<file path="src/ssdp_hp_pkg.sv">
// ssdp_hp_pkg: shared types, codes and string constants of the ssdp header parser
// used by the front, queue, back and top level; no dependencies
package ssdp_hp_pkg;

  // widest line position, set by the largest supported line buffer (2048 bytes)
  localparam int PosW = 11;

  // operations passed from the front end to the line engine
  typedef enum logic [1:0] {
    OP_STORE,
    OP_LINE,
    OP_END
  } op_e;

  typedef struct packed {
    op_e            op;
    logic [PosW-1:0] pos;      // store address, or length of the line to parse
    logic [7:0]     data;
    logic           end_pkt;   // a packet end result follows the line results
    logic [1:0]     method;
    logic [1:0]     status;
  } op_t;

  // result kinds
  localparam logic [2:0] KIND_ST  = 3'd0;
  localparam logic [2:0] KIND_NTS = 3'd1;
  localparam logic [2:0] KIND_USN = 3'd2;
  localparam logic [2:0] KIND_LOC = 3'd3;
  localparam logic [2:0] KIND_AGE = 3'd4;
  localparam logic [2:0] KIND_END = 3'd5;

  // methods
  localparam logic [1:0] METH_NONE = 2'd0;

  // packet status
  localparam logic [1:0] STAT_OK        = 2'd0;
  localparam logic [1:0] STAT_BAD_START = 2'd1;
  localparam logic [1:0] STAT_ZERO      = 2'd2;

  localparam logic [7:0] CHAR_CR    = 8'h0D;
  localparam logic [7:0] CHAR_LF    = 8'h0A;
  localparam logic [7:0] CHAR_COLON = 8'h3A;
  localparam logic [7:0] CHAR_PLUS  = 8'h2B;
  localparam logic [7:0] CHAR_MINUS = 8'h2D;

  // start lines, character 0 in the top byte of the used part
  localparam logic [167:0] STR_MSEARCH = "M-SEARCH * HTTP/1.1\r\n";
  localparam logic [167:0] STR_NOTIFY  = "NOTIFY * HTTP/1.1\r\n";
  localparam logic [167:0] STR_RESP    = "HTTP/1.1 200 OK\r\n";
  localparam int LEN_MSEARCH = 21;
  localparam int LEN_NOTIFY  = 19;
  localparam int LEN_RESP    = 17;

  // header names, lower case
  localparam int NumFields = 6;
  localparam logic [167:0] STR_ST    = "st";
  localparam logic [167:0] STR_NT    = "nt";
  localparam logic [167:0] STR_NTS   = "nts";
  localparam logic [167:0] STR_USN   = "usn";
  localparam logic [167:0] STR_LOC   = "location";
  localparam logic [167:0] STR_CACHE = "cache-control";
  localparam logic [167:0] STR_MAXAGE = "max-age=";
  localparam int MaxAgeLen = 8;

  // byte k of a right-aligned string of length len
  function automatic logic [7:0] str_at(input logic [167:0] s, input int len, input int k);
    logic [7:0] r;
    r = 8'h00;
    if (k >= 0 && k < len) r = s[(len-1-k)*8 +: 8];
    return r;
  endfunction

  function automatic int start_len(input int m);
    int r;
    unique case (m)
      0:       r = LEN_MSEARCH;
      1:       r = LEN_NOTIFY;
      default: r = LEN_RESP;
    endcase
    return r;
  endfunction

  function automatic logic [7:0] start_char(input int m, input int k);
    logic [7:0] r;
    unique case (m)
      0:       r = str_at(STR_MSEARCH, LEN_MSEARCH, k);
      1:       r = str_at(STR_NOTIFY, LEN_NOTIFY, k);
      default: r = str_at(STR_RESP, LEN_RESP, k);
    endcase
    return r;
  endfunction

  function automatic int hdr_name_len(input int f);
    int r;
    unique case (f)
      0:       r = 2;
      1:       r = 2;
      2:       r = 3;
      3:       r = 3;
      4:       r = 8;
      default: r = 13;
    endcase
    return r;
  endfunction

  function automatic logic [7:0] field_char(input int f, input int k);
    logic [7:0] r;
    unique case (f)
      0:       r = str_at(STR_ST, 2, k);
      1:       r = str_at(STR_NT, 2, k);
      2:       r = str_at(STR_NTS, 3, k);
      3:       r = str_at(STR_USN, 3, k);
      4:       r = str_at(STR_LOC, 8, k);
      default: r = str_at(STR_CACHE, 13, k);
    endcase
    return r;
  endfunction

  function automatic logic [7:0] to_lower(input logic [7:0] b);
    return (b >= 8'h41 && b <= 8'h5A) ? b + 8'd32 : b;
  endfunction

  // bytes that trimming removes
  function automatic logic is_junk(input logic [7:0] b);
    return b < 8'h21 || b > 8'h7E;
  endfunction

  function automatic logic is_ws(input logic [7:0] b);
    return b == 8'h20 || (b >= 8'h09 && b <= 8'h0D);
  endfunction

  function automatic logic is_digit(input logic [7:0] b);
    return b >= 8'h30 && b <= 8'h39;
  endfunction

endpackage

</file>
<file path="src/ssdp_header_parser_core.sv">
// ssdp_header_parser_core: top level of the ssdp header parser, holds the max-age register
// depends on ssdp_hp_pkg, ssdp_hp_front, ssdp_hp_queue and ssdp_hp_back
//
// Bytes of a datagram enter one per transfer on the input channel. The front end takes
// a byte whenever the two-entry operation queue has room. A byte that only extends a
// header line costs the line engine a line buffer write. The byte that ends a line
// (CR LF) makes the engine scan the buffered line through its single read port, then
// send out the value bytes or a max-age result, and any packet end result; the front
// end keeps collecting behind it until the queue fills. Results leave through a
// registered output stage.
module ssdp_header_parser_core #(
  parameter int VALUE_LIMIT = 63,
  parameter int LINE_LEN    = 256,
  parameter int PACKET_LEN  = 2048
) (
  input  logic               clk_i,
  input  logic               rst_ni,
  input  logic               cfg_valid_i,
  output logic               cfg_ready_o,
  input  logic [15:0]        cfg_data_i,
  input  logic               in_valid_i,
  output logic               in_ready_o,
  input  logic [7:0]         data_byte_i,
  input  logic               last_byte_i,
  output logic               out_valid_o,
  input  logic               out_ready_i,
  output logic [2:0]         kind_o,
  output logic [7:0]         value_byte_o,
  output logic signed [31:0] max_age_o,
  output logic [1:0]         method_o,
  output logic [1:0]         status_o,
  output logic               last_in_run_o
);
  import ssdp_hp_pkg::*;

  logic [15:0] max_age_def_q;
  logic        fq_valid, fq_ready, qb_valid, qb_ready;
  op_t         fq_op, qb_op;
  logic [31:0] age;

  // default max-age register
  assign cfg_ready_o = 1'b1;
  always_ff @(posedge clk_i or negedge rst_ni) begin
    if (!rst_ni) max_age_def_q <= 16'd10;
    else if (cfg_valid_i) max_age_def_q <= cfg_data_i;
  end

  ssdp_hp_front #(.LINE_LEN(LINE_LEN), .PACKET_LEN(PACKET_LEN)) u_front (
    .clk_i, .rst_ni, .in_valid_i, .in_ready_o, .data_byte_i, .last_byte_i,
    .op_valid_o(fq_valid), .op_ready_i(fq_ready), .op_o(fq_op)
  );

  ssdp_hp_queue u_queue (
    .clk_i, .rst_ni,
    .push_valid_i(fq_valid), .push_ready_o(fq_ready), .push_op_i(fq_op),
    .pop_valid_o(qb_valid), .pop_ready_i(qb_ready), .pop_op_o(qb_op)
  );

  ssdp_hp_back #(.LINE_LEN(LINE_LEN), .VALUE_LIMIT(VALUE_LIMIT)) u_back (
    .clk_i, .rst_ni, .default_max_age_i(max_age_def_q),
    .op_valid_i(qb_valid), .op_ready_o(qb_ready), .op_i(qb_op),
    .out_valid_o, .out_ready_i, .kind_o, .value_byte_o, .max_age_o(age),
    .method_o, .status_o, .last_in_run_o
  );

  assign max_age_o = signed'(age);

endmodule

</file>
<file path="src/ssdp_hp_front.sv">
// ssdp_hp_front: takes datagram bytes, matches the start line, tracks line boundaries
// and issues store, line and packet end operations; uses ssdp_hp_pkg
module ssdp_hp_front #(
  parameter int LINE_LEN   = 256,
  parameter int PACKET_LEN = 2048
) (
  input  logic               clk_i,
  input  logic               rst_ni,
  input  logic               in_valid_i,
  output logic               in_ready_o,
  input  logic [7:0]         data_byte_i,
  input  logic               last_byte_i,
  output logic               op_valid_o,
  input  logic               op_ready_i,
  output ssdp_hp_pkg::op_t   op_o
);
  import ssdp_hp_pkg::*;

  localparam int LenW = $clog2(LINE_LEN + 1);
  localparam int CntW = $clog2(PACKET_LEN + 1);

  logic [LenW-1:0] line_len_q;
  logic            ovf_q, zero_q, cr_q;
  logic [4:0]      pos_q;
  logic [2:0]      cand_q;
  logic [1:0]      meth_q;
  logic [CntW-1:0] cnt_q;

  logic       accept, proc, zero_d, live, in_line, in_start, eol, just, has_op;
  logic [2:0] cand_n;
  logic [4:0] pos_n;
  logic [1:0] meth_n, stat;
  op_t        op;

  assign in_ready_o = op_ready_i;
  assign accept     = in_valid_i && op_ready_i;

  // classify the byte
  always_comb begin
    proc     = cnt_q < CntW'(PACKET_LEN);
    zero_d   = zero_q | (proc && data_byte_i == 8'h00);
    live     = proc && !zero_d;
    in_line  = live && meth_q != METH_NONE;
    in_start = live && meth_q == METH_NONE && cand_q != 3'b000;
    pos_n    = (pos_q != 5'd31) ? pos_q + 5'd1 : pos_q;
    cand_n   = cand_q;
    meth_n   = meth_q;
    just     = 1'b0;
    for (int k = 0; k < 3; k++) begin
      if (int'(pos_q) >= start_len(k) || start_char(k, int'(pos_q)) != data_byte_i)
        cand_n[k] = 1'b0;
    end
    if (in_start) begin
      for (int k = 0; k < 3; k++) begin
        if (cand_n[k] && int'(pos_n) == start_len(k)) begin
          meth_n = 2'(k + 1);
          just   = 1'b1;
        end
      end
    end
    eol = in_line && data_byte_i == CHAR_LF && cr_q && line_len_q >= LenW'(2);
    if (zero_d) stat = STAT_ZERO;
    else if (meth_n == METH_NONE || just) stat = STAT_BAD_START;
    else stat = STAT_OK;
  end

  // build the operation for the line engine
  always_comb begin
    op.op      = OP_END;
    op.pos     = PosW'(line_len_q);
    op.data    = data_byte_i;
    op.end_pkt = last_byte_i;
    op.method  = (stat == STAT_OK) ? meth_n : METH_NONE;
    op.status  = stat;
    has_op     = 1'b0;
    if (eol && !ovf_q) begin
      op.op  = OP_LINE;
      op.pos = PosW'(line_len_q - LenW'(1));
      has_op = 1'b1;
    end else if (last_byte_i) begin
      op.op  = OP_END;
      has_op = 1'b1;
    end else if (in_line && !eol && line_len_q < LenW'(LINE_LEN)) begin
      op.op  = OP_STORE;
      has_op = 1'b1;
    end
  end

  assign op_o       = op;
  assign op_valid_o = in_valid_i && has_op;

  // packet and line state
  always_ff @(posedge clk_i or negedge rst_ni) begin
    if (!rst_ni) begin
      line_len_q <= '0;
      ovf_q      <= 1'b0;
      zero_q     <= 1'b0;
      cr_q       <= 1'b0;
      pos_q      <= '0;
      cand_q     <= 3'b111;
      meth_q     <= METH_NONE;
      cnt_q      <= '0;
    end else if (accept) begin
      if (last_byte_i) begin
        line_len_q <= '0;
        ovf_q      <= 1'b0;
        zero_q     <= 1'b0;
        cr_q       <= 1'b0;
        pos_q      <= '0;
        cand_q     <= 3'b111;
        meth_q     <= METH_NONE;
        cnt_q      <= '0;
      end else begin
        if (proc) cnt_q <= cnt_q + CntW'(1);
        zero_q <= zero_d;
        if (in_start) begin
          cand_q <= cand_n;
          pos_q  <= pos_n;
          meth_q <= meth_n;
        end
        if (in_line) begin
          if (eol) begin
            line_len_q <= '0;
            ovf_q      <= 1'b0;
            cr_q       <= 1'b0;
          end else begin
            if (line_len_q < LenW'(LINE_LEN)) line_len_q <= line_len_q + LenW'(1);
            else ovf_q <= 1'b1;
            cr_q <= data_byte_i == CHAR_CR;
          end
        end
      end
    end
  end

endmodule

</file>
<file path="src/ssdp_hp_queue.sv">
// ssdp_hp_queue: two-entry queue of operations between front end and line engine
// uses ssdp_hp_pkg
module ssdp_hp_queue (
  input  logic             clk_i,
  input  logic             rst_ni,
  input  logic             push_valid_i,
  output logic             push_ready_o,
  input  ssdp_hp_pkg::op_t push_op_i,
  output logic             pop_valid_o,
  input  logic             pop_ready_i,
  output ssdp_hp_pkg::op_t pop_op_o
);
  import ssdp_hp_pkg::*;

  op_t        entry_q [2];
  logic       wr_q, rd_q;
  logic [1:0] fill_q;
  logic       push, pop;

  assign push_ready_o = fill_q != 2'd2;
  assign pop_valid_o  = fill_q != 2'd0;
  assign pop_op_o     = entry_q[rd_q];
  assign push         = push_valid_i && push_ready_o;
  assign pop          = pop_valid_o && pop_ready_i;

  // pointers and fill level
  always_ff @(posedge clk_i or negedge rst_ni) begin
    if (!rst_ni) begin
      wr_q   <= 1'b0;
      rd_q   <= 1'b0;
      fill_q <= '0;
    end else begin
      if (push) wr_q <= ~wr_q;
      if (pop) rd_q <= ~rd_q;
      fill_q <= fill_q + 2'(push) - 2'(pop);
    end
  end

  // entry storage
  always_ff @(posedge clk_i) begin
    if (push) entry_q[wr_q] <= push_op_i;
  end

endmodule

</file>
<file path="src/ssdp_hp_back.sv">
// ssdp_hp_back: line engine; holds the line buffer, scans finished lines, and sends
// value bytes, max-age and packet end results; uses ssdp_hp_pkg
module ssdp_hp_back #(
  parameter int LINE_LEN    = 256,
  parameter int VALUE_LIMIT = 63
) (
  input  logic             clk_i,
  input  logic             rst_ni,
  input  logic [15:0]      default_max_age_i,
  input  logic             op_valid_i,
  output logic             op_ready_o,
  input  ssdp_hp_pkg::op_t op_i,
  output logic             out_valid_o,
  input  logic             out_ready_i,
  output logic [2:0]       kind_o,
  output logic [7:0]       value_byte_o,
  output logic [31:0]      max_age_o,
  output logic [1:0]       method_o,
  output logic [1:0]       status_o,
  output logic             last_in_run_o
);
  import ssdp_hp_pkg::*;

  localparam int PW = $clog2(LINE_LEN);
  localparam int CW = $clog2(VALUE_LIMIT + 1);

  typedef enum logic [2:0] {S_IDLE, S_SCAN, S_DECIDE, S_AGE, S_RUN, S_END} state_e;
  typedef enum logic [1:0] {N_WS, N_DIG, N_DONE} num_e;

  logic [7:0] mem [LINE_LEN];
  logic [7:0] rd_q;

  state_e state_q, state_d;
  logic [PW-1:0] len_q, len_d, rd_pos_q, rd_pos_d, ppos_q, ppos_d;
  logic [PW-1:0] va_q, va_d, vb_q, vb_d;
  logic dv_q, dv_d, pend_q, pend_d, end_q, end_d;
  logic [1:0] meth_q, meth_d, stat_q, stat_d;
  logic bad0_q, bad0_d, colon_q, colon_d, fa_q, fa_d, va_f_q, va_f_d;
  logic [3:0] fidx_q, fidx_d, vidx_q, vidx_d;
  logic [NumFields-1:0] run_q, run_d, fok_q, fok_d;
  logic mrun_q, mrun_d, mok_q, mok_d, neg_q, neg_d;
  num_e nst_q, nst_d;
  logic [31:0] acc_q, acc_d;
  logic [CW-1:0] left_q, left_d;
  logic out_v_q, out_v_d;
  logic [2:0] kind_q, kind_d;
  logic [7:0] vbyte_q, vbyte_d;
  logic [31:0] age_q, age_d;
  logic [1:0] om_q, om_d, os_q, os_d;
  logic olast_q, olast_d;

  logic can_emit, store_wr, r, line_ok;
  logic [7:0] b;
  logic [3:0] k;
  logic [35:0] prod;
  logic [PW-1:0] span;
  logic [31:0] age_val;

  assign can_emit   = !out_v_q || out_ready_i;
  assign op_ready_o = state_q == S_IDLE;
  assign store_wr   = state_q == S_IDLE && op_valid_i && op_i.op == OP_STORE;

  assign out_valid_o   = out_v_q;
  assign kind_o        = kind_q;
  assign value_byte_o  = vbyte_q;
  assign max_age_o     = age_q;
  assign method_o      = om_q;
  assign status_o      = os_q;
  assign last_in_run_o = olast_q;

  // line buffer, one write and one registered read port
  always_ff @(posedge clk_i) begin
    if (store_wr) mem[op_i.pos[PW-1:0]] <= op_i.data;
    rd_q <= mem[rd_pos_q];
  end

  // next state and scan logic
  always_comb begin
    state_d = state_q;  len_d = len_q;  rd_pos_d = rd_pos_q;  ppos_d = ppos_q;
    va_d = va_q;  vb_d = vb_q;  dv_d = 1'b0;  pend_d = pend_q;  end_d = end_q;
    meth_d = meth_q;  stat_d = stat_q;  bad0_d = bad0_q;  colon_d = colon_q;
    fa_d = fa_q;  va_f_d = va_f_q;  fidx_d = fidx_q;  vidx_d = vidx_q;
    run_d = run_q;  fok_d = fok_q;  mrun_d = mrun_q;  mok_d = mok_q;  neg_d = neg_q;
    nst_d = nst_q;  acc_d = acc_q;  left_d = left_q;
    out_v_d = out_v_q && !out_ready_i;
    kind_d = kind_q;  vbyte_d = vbyte_q;  age_d = age_q;  om_d = om_q;  os_d = os_q;
    olast_d = olast_q;
    b = rd_q;  k = 4'd0;  r = 1'b0;  prod = '0;
    span = vb_q - va_q;
    line_ok = !bad0_q && colon_q && fa_q && va_f_q;
    if (neg_q) age_val = 32'd0 - acc_q;
    else if (acc_q > 32'h7FFF_FFFF) age_val = 32'h7FFF_FFFF;
    else age_val = acc_q;
    if (age_val == 32'd0) age_val = {16'd0, default_max_age_i};

    unique case (state_q)
      S_IDLE: begin
        if (op_valid_i) begin
          end_d  = op_i.end_pkt;
          meth_d = op_i.method;
          stat_d = op_i.status;
          unique case (op_i.op)
            OP_STORE: state_d = S_IDLE;
            OP_LINE: begin
              state_d = S_SCAN;
              len_d = op_i.pos[PW-1:0];
              rd_pos_d = '0;
              bad0_d = 1'b0;  colon_d = 1'b0;  fa_d = 1'b0;  va_f_d = 1'b0;
              fidx_d = '0;  vidx_d = '0;  run_d = '0;  fok_d = '0;
              mrun_d = 1'b0;  mok_d = 1'b0;  neg_d = 1'b0;  nst_d = N_WS;  acc_d = '0;
            end
            default: state_d = S_END;
          endcase
        end
      end

      S_SCAN: begin
        // issue reads back to back
        if (rd_pos_q < len_q) begin
          rd_pos_d = rd_pos_q + PW'(1);
          dv_d = 1'b1;
          ppos_d = rd_pos_q;
        end
        if (dv_q) begin
          if (!colon_q && ppos_q != '0 && b == CHAR_COLON) begin
            colon_d = 1'b1;
          end else if (!colon_q) begin
            // header name bytes
            if (ppos_q == '0 && b == CHAR_COLON) bad0_d = 1'b1;
            if (fa_q || !is_junk(b)) begin
              k = fa_q ? fidx_q : 4'd0;
              for (int s = 0; s < NumFields; s++) begin
                r = (fa_q ? run_q[s] : 1'b1) && int'(k) < hdr_name_len(s)
                    && to_lower(b) == field_char(s, int'(k));
                run_d[s] = r;
                if (!is_junk(b)) fok_d[s] = r && int'(k) + 1 == hdr_name_len(s);
              end
              fa_d = 1'b1;
              fidx_d = (k == 4'd15) ? k : k + 4'd1;
            end
          end else begin
            // value bytes
            if (va_f_q || !is_junk(b)) begin
              if (!va_f_q) va_d = ppos_q;
              va_f_d = 1'b1;
              k = va_f_q ? vidx_q : 4'd0;
              if (int'(k) < MaxAgeLen) begin
                r = (k == 4'd0 || mrun_q) && to_lower(b) == str_at(STR_MAXAGE, MaxAgeLen, int'(k));
                mrun_d = r;
                if (int'(k) == MaxAgeLen - 1) mok_d = r;
              end else if (mok_q) begin
                prod = {1'b0, acc_q, 3'b000} + {3'b000, acc_q, 1'b0} + {28'd0, b - 8'h30};
                unique case (nst_q)
                  N_WS: begin
                    if (is_ws(b)) nst_d = N_WS;
                    else if (b == CHAR_PLUS || b == CHAR_MINUS) begin
                      neg_d = b == CHAR_MINUS;
                      nst_d = N_DIG;
                    end else if (is_digit(b)) begin
                      acc_d = {24'd0, b - 8'h30};
                      nst_d = N_DIG;
                    end else nst_d = N_DONE;
                  end
                  N_DIG: begin
                    if (is_digit(b)) acc_d = (prod > 36'h0_8000_0000) ? 32'h8000_0000 : prod[31:0];
                    else nst_d = N_DONE;
                  end
                  default: nst_d = N_DONE;
                endcase
              end
              vidx_d = (int'(k) == MaxAgeLen) ? k : k + 4'd1;
            end
            if (!is_junk(b)) vb_d = ppos_q + PW'(1);
          end
          if (ppos_q == len_q - PW'(1)) state_d = S_DECIDE;
        end
      end

      S_DECIDE: begin
        pend_d = 1'b0;
        rd_pos_d = va_q;
        if (32'(span) > 32'(VALUE_LIMIT)) left_d = CW'(VALUE_LIMIT);
        else left_d = CW'(span);
        state_d = end_q ? S_END : S_IDLE;
        if (line_ok) begin
          priority if (fok_q[0] || fok_q[1]) begin kind_d = KIND_ST;  state_d = S_RUN; end
          else if (fok_q[2]) begin kind_d = KIND_NTS; state_d = S_RUN; end
          else if (fok_q[3]) begin kind_d = KIND_USN; state_d = S_RUN; end
          else if (fok_q[4]) begin kind_d = KIND_LOC; state_d = S_RUN; end
          else if (fok_q[5] && mok_q) state_d = S_AGE;
        end
        // hold the output kind while an earlier result still waits
        if (out_v_q) kind_d = kind_q;
      end

      S_AGE: begin
        if (can_emit) begin
          out_v_d = 1'b1;  kind_d = KIND_AGE;  vbyte_d = '0;  age_d = age_val;
          om_d = METH_NONE;  os_d = STAT_OK;  olast_d = !end_q;
          state_d = end_q ? S_END : S_IDLE;
        end
      end

      S_RUN: begin
        if (!pend_q) pend_d = 1'b1;
        else if (can_emit) begin
          out_v_d = 1'b1;  vbyte_d = rd_q;  age_d = '0;
          om_d = METH_NONE;  os_d = STAT_OK;  olast_d = left_q == CW'(1) && !end_q;
          unique case (fok_q[0] || fok_q[1])
            1'b1: kind_d = KIND_ST;
            default: kind_d = fok_q[2] ? KIND_NTS : (fok_q[3] ? KIND_USN : KIND_LOC);
          endcase
          pend_d = 1'b0;
          rd_pos_d = rd_pos_q + PW'(1);
          left_d = left_q - CW'(1);
          if (left_q == CW'(1)) state_d = end_q ? S_END : S_IDLE;
        end
      end

      S_END: begin
        if (can_emit) begin
          out_v_d = 1'b1;  kind_d = KIND_END;  vbyte_d = '0;  age_d = '0;
          om_d = meth_q;  os_d = stat_q;  olast_d = 1'b1;
          state_d = S_IDLE;
        end
      end

      default: state_d = S_IDLE;
    endcase
  end

  // control state
  always_ff @(posedge clk_i or negedge rst_ni) begin
    if (!rst_ni) begin
      state_q <= S_IDLE;
      dv_q    <= 1'b0;
      pend_q  <= 1'b0;
      out_v_q <= 1'b0;
    end else begin
      state_q <= state_d;
      dv_q    <= dv_d;
      pend_q  <= pend_d;
      out_v_q <= out_v_d;
    end
  end

  // scan and result payload
  always_ff @(posedge clk_i) begin
    len_q <= len_d;  rd_pos_q <= rd_pos_d;  ppos_q <= ppos_d;  va_q <= va_d;  vb_q <= vb_d;
    end_q <= end_d;  meth_q <= meth_d;  stat_q <= stat_d;  bad0_q <= bad0_d;
    colon_q <= colon_d;  fa_q <= fa_d;  va_f_q <= va_f_d;  fidx_q <= fidx_d;
    vidx_q <= vidx_d;  run_q <= run_d;  fok_q <= fok_d;  mrun_q <= mrun_d;  mok_q <= mok_d;
    neg_q <= neg_d;  nst_q <= nst_d;  acc_q <= acc_d;  left_q <= left_d;
    kind_q <= kind_d;  vbyte_q <= vbyte_d;  age_q <= age_d;  om_q <= om_d;  os_q <= os_d;
    olast_q <= olast_d;
  end

endmodule

</file>
<file path="config.mk">
export PLATFORM = sky130hd
export DESIGN_NAME = ssdp_header_parser_core
export DESIGN_NICKNAME = d
export VERILOG_FILES = /design/src/ssdp_hp_pkg.sv /design/src/ssdp_header_parser_core.sv /design/src/ssdp_hp_front.sv /design/src/ssdp_hp_queue.sv /design/src/ssdp_hp_back.sv
export SDC_FILE = /design/constraint.sdc
export NUM_CORES = 2
export LEC_CHECK = 0
export ABC_CLOCK_PERIOD_IN_PS = 13650
export BUFFER_PORTS_ARGS = -buffer_cell sky130_fd_sc_hd__buf_4
export CAP_MARGIN = 20
export CORE_UTILIZATION = 55
export DETAILED_ROUTE_END_ITERATION = 8
export PLACE_DENSITY = 0.71
export SLEW_MARGIN = 30
export SYNTH_ARGS = -nofsm -noshare
export SYNTH_HDL_FRONTEND = slang
export SYNTH_SLANG_ARGS = --single-unit
</file>
<file path="constraint.sdc">
create_clock -name clk_i -period 13.65 [get_ports clk_i]
set_input_delay 4.095 -clock clk_i [delete_from_list [all_inputs] [get_ports clk_i]]
set_output_delay 4.095 -clock clk_i [all_outputs]
set_load 0.02 [all_outputs]
</file>
==> metrics.txt <==
Synth Area per Inst=15.7 um^2; CTS Buffer Depth=3; antenna violations before repair=5; gr usage total=0.262; Required @ worst endpoint=14.11 ns; routability cong.=0.866; DRT Pass-1 Iters=6; Sink Count=2322; CP Capture Type=flip-flop; die area=182000 um^2; area leader, netlist=edfxtp_1; max-slew violation count=0; Final Cycle Share=0.442; Root Driver=clkbuf_16; Reg clk slew, reported paths=approximately 0.06 ns; Slew HR=0.275; layout cell share with drive strength beyond 1=0.133; pwr/cell area=221 nW/um^2; largest net degree at the start of global routing=150; post-layout power=24.3 mW; FF+latch count, synth=2322; outcome=complete, no violations; Post-CTS Resized=0; WL per Instance=around 27 um; nets=6470; grt ovf=0; Tmin final=6.04 ns; Top FF cell, synth=edfxtp_1; Detail Route Antenna Nets=0; Setup CP Type=in2reg; worst slew pin tran=1.07 ns; DR iter-0 viols=between 6000 and 7000; TritonCTS clock tree=yes; Setup Viol. Count Final=0; final hold vios=0; Worst path slowest cell=nor4_1; number of buffers created by CTS=224; DR vias=57918; global-route wire length before repair=356000 um; Max Cap Viol=0; Core ar.=179000 um^2; Synth Warn #=0; Pleak=around 36 nW; RSZ-0062 raised after global routing=false; fmax=166 MHz; maximum VDD drop=0.249 mV; commonest non-fill, non-tap cells in the layout=2254 x edfxtp_1, 541 x nor2_1, 492 x mux2i_1; DIE HEIGHT=approximately 430 um; critical path peak fanout=23; most common cell after layout, fill and taps aside=edfxtp_1; I/O Pins=81; Crit path top cell by count=nor4_1; number of enable flip-flop cells after synthesis=2254; area delta synth->final=10.3%; Yosys top cell area share=0.681; H-tree depth=4; Hold Buf Count CTS=0; crit-path cells=buf_4 > nor4_1 > nand2_1 > nor4_1 > o21bai_1 > a21oi_1 > nor2_1 > and2_2; Worst path top cell family by delay=simple AND/OR/NAND/NOR gates; post-layout util=0.613; Worst Skew=0.0673 ns; synthesized area=99400 um^2; die width=427 um; port buffer count=79; crit path launch type=primary input; largest cells by area after synthesis=edfxtp_1 68%, mux4_2 6.5%, mux2i_1 5.0%; clk_lat worst skew=~0.86 ns; Buf+Inv Stages, Crit Path=1; Netlist cell types=95; Synth async-reset ratio=0.0258; Largest stage delay, worst path=between 0.5 and 0.6 ns; Fin Setup TNS=0 ns; syn_nets=between 6000 and 7000; Post-Syn Instances=6326; Crit path arrival time=6.50 ns; Routed WL=241000 um; Seq/Total Area, Yosys=0.698; vias in the first global route=roughly 56000; row count=155; Initial Utilization=0.555; R2R Setup Slk=7.66 ns; DR vias/cell=about 6.5; Hold Path Class=reg2reg; DRC violations left=0; hpwl dp=144000 um; Setup Buffers After CTS=0
-- cells in the mapped netlist (94+ instances only) --
cell,number
edfxtp_1,2254
nor2_1,543
mux2i_1,492
a21oi_1,353
clkbuf_1,287
mux4_2,286
nand2_1,266
o221ai_1,237
o22ai_1,166
o21ai_0,142
nor3_1,136
ha_1,111
inv_1,94
-- final timing paths --
check	startpoint	to	depth (start not counted)
worst max-delay path	data_byte_i[5]	u_queue.entry_q[1][8]$_DFFE_PP_	8
worst min-delay path	u_queue.fill_q[1]$_DFF_PN0_	u_queue.fill_q[1]$_DFF_PN0_	1
worst max register to register	u_back.b[4]$_DFF_P_	u_back.acc_q[1]$_SDFFCE_PN0P_	17
worst min register to register	u_queue.fill_q[1]$_DFF_PN0_	u_queue.fill_q[1]$_DFF_PN0_	1
max in group asynchronous	rst_ni	u_front.cnt_q[9]$_DFFE_PN0P_	1
min in group asynchronous	rst_ni	max_age_def_q[4]$_DFFE_PN0P_	1
-- state kept, by name, indices dropped and copies added, names as in the netlist, 3 cells and up --
register,count
u_back.mem,2048
u_queue.entry_q,46
u_back.acc_q,32
u_back.max_age_o,32
max_age_def_q,16
u_front.cnt_q,12
u_front.line_len_q,9
u_back.b,8
u_back.len_q,8
u_back.ppos_q,8
u_back.rd_pos_q,8
u_back.va_q,8
u_back.value_byte_o,8
u_back.vb_q,8
u_back.fok_q,6
u_back.left_q,6
u_back.run_q,6
u_front.pos_q,5
u_back.fidx_q,4
u_back.vidx_q,4
u_back.kind_o,3
u_back.state_q,3
u_front.cand_q,3
-- cell type report --
type	instances	area, um^2
clock buffer	280	5880
antenna	1	2.50
sequential	2322	69400
fill	12891	69300
tap	2355	2950
clock inverter	138	1370
inverter	99	377
multi-input combinational	3511	28300
timing repair buffer	164	1440
-- power by group --
group | switching [mW] | internal, mW | total [mW] | leakage (nW)
clock | 2.65 | 3.45 | 6.10 | 3.53
combinational | 5.98 | 3.11 | 9.09 | 11.1
sequential | 0.278 | 8.78 | 9.06 | 21.1
-- cell families (layout without fill, tap and decap cells) --
family	Yosys count	after routing	synth area share
AOI/OAI and AO/OA	1186	1186	0.0796
xor gates and xnor gates	131	131	0.0115
adders and majority gates	118	118	0.0154
buffers and inverters	493	681	0.0197
DFF	2322	2322	0.698
muxes	811	811	0.118
other	1	2	0.0000377
and+or+nand+nor	1264	1264	0.0580
-- metrics by stage --
stage	area [um^2]	instances	hold slack, ns	worst slack, ns
after floorplan	99400	6326	0.424	6.27
after global placement	102000	8447	0.492	6.39
after detailed placement	102000	8448	0.494	6.82
after CTS	110000	8866	0.503	7.71
after global routing	110000	8869	0.521	7.25
final	110000	8870	0.498	7.61
-- metal layers --
layer | track usage | share of wire | wire length, um
met5 | 0 | 0.00025 | 61
met4 | 0.0901 | 0.033 | 8040
met3 | 0.0453 | 0.089 | 21500
met2 | 0.416 | 0.48 | 115000
met1 | 0.367 | 0.40 | 96100
No activity file was read; power rests on OpenSTA's default activity.
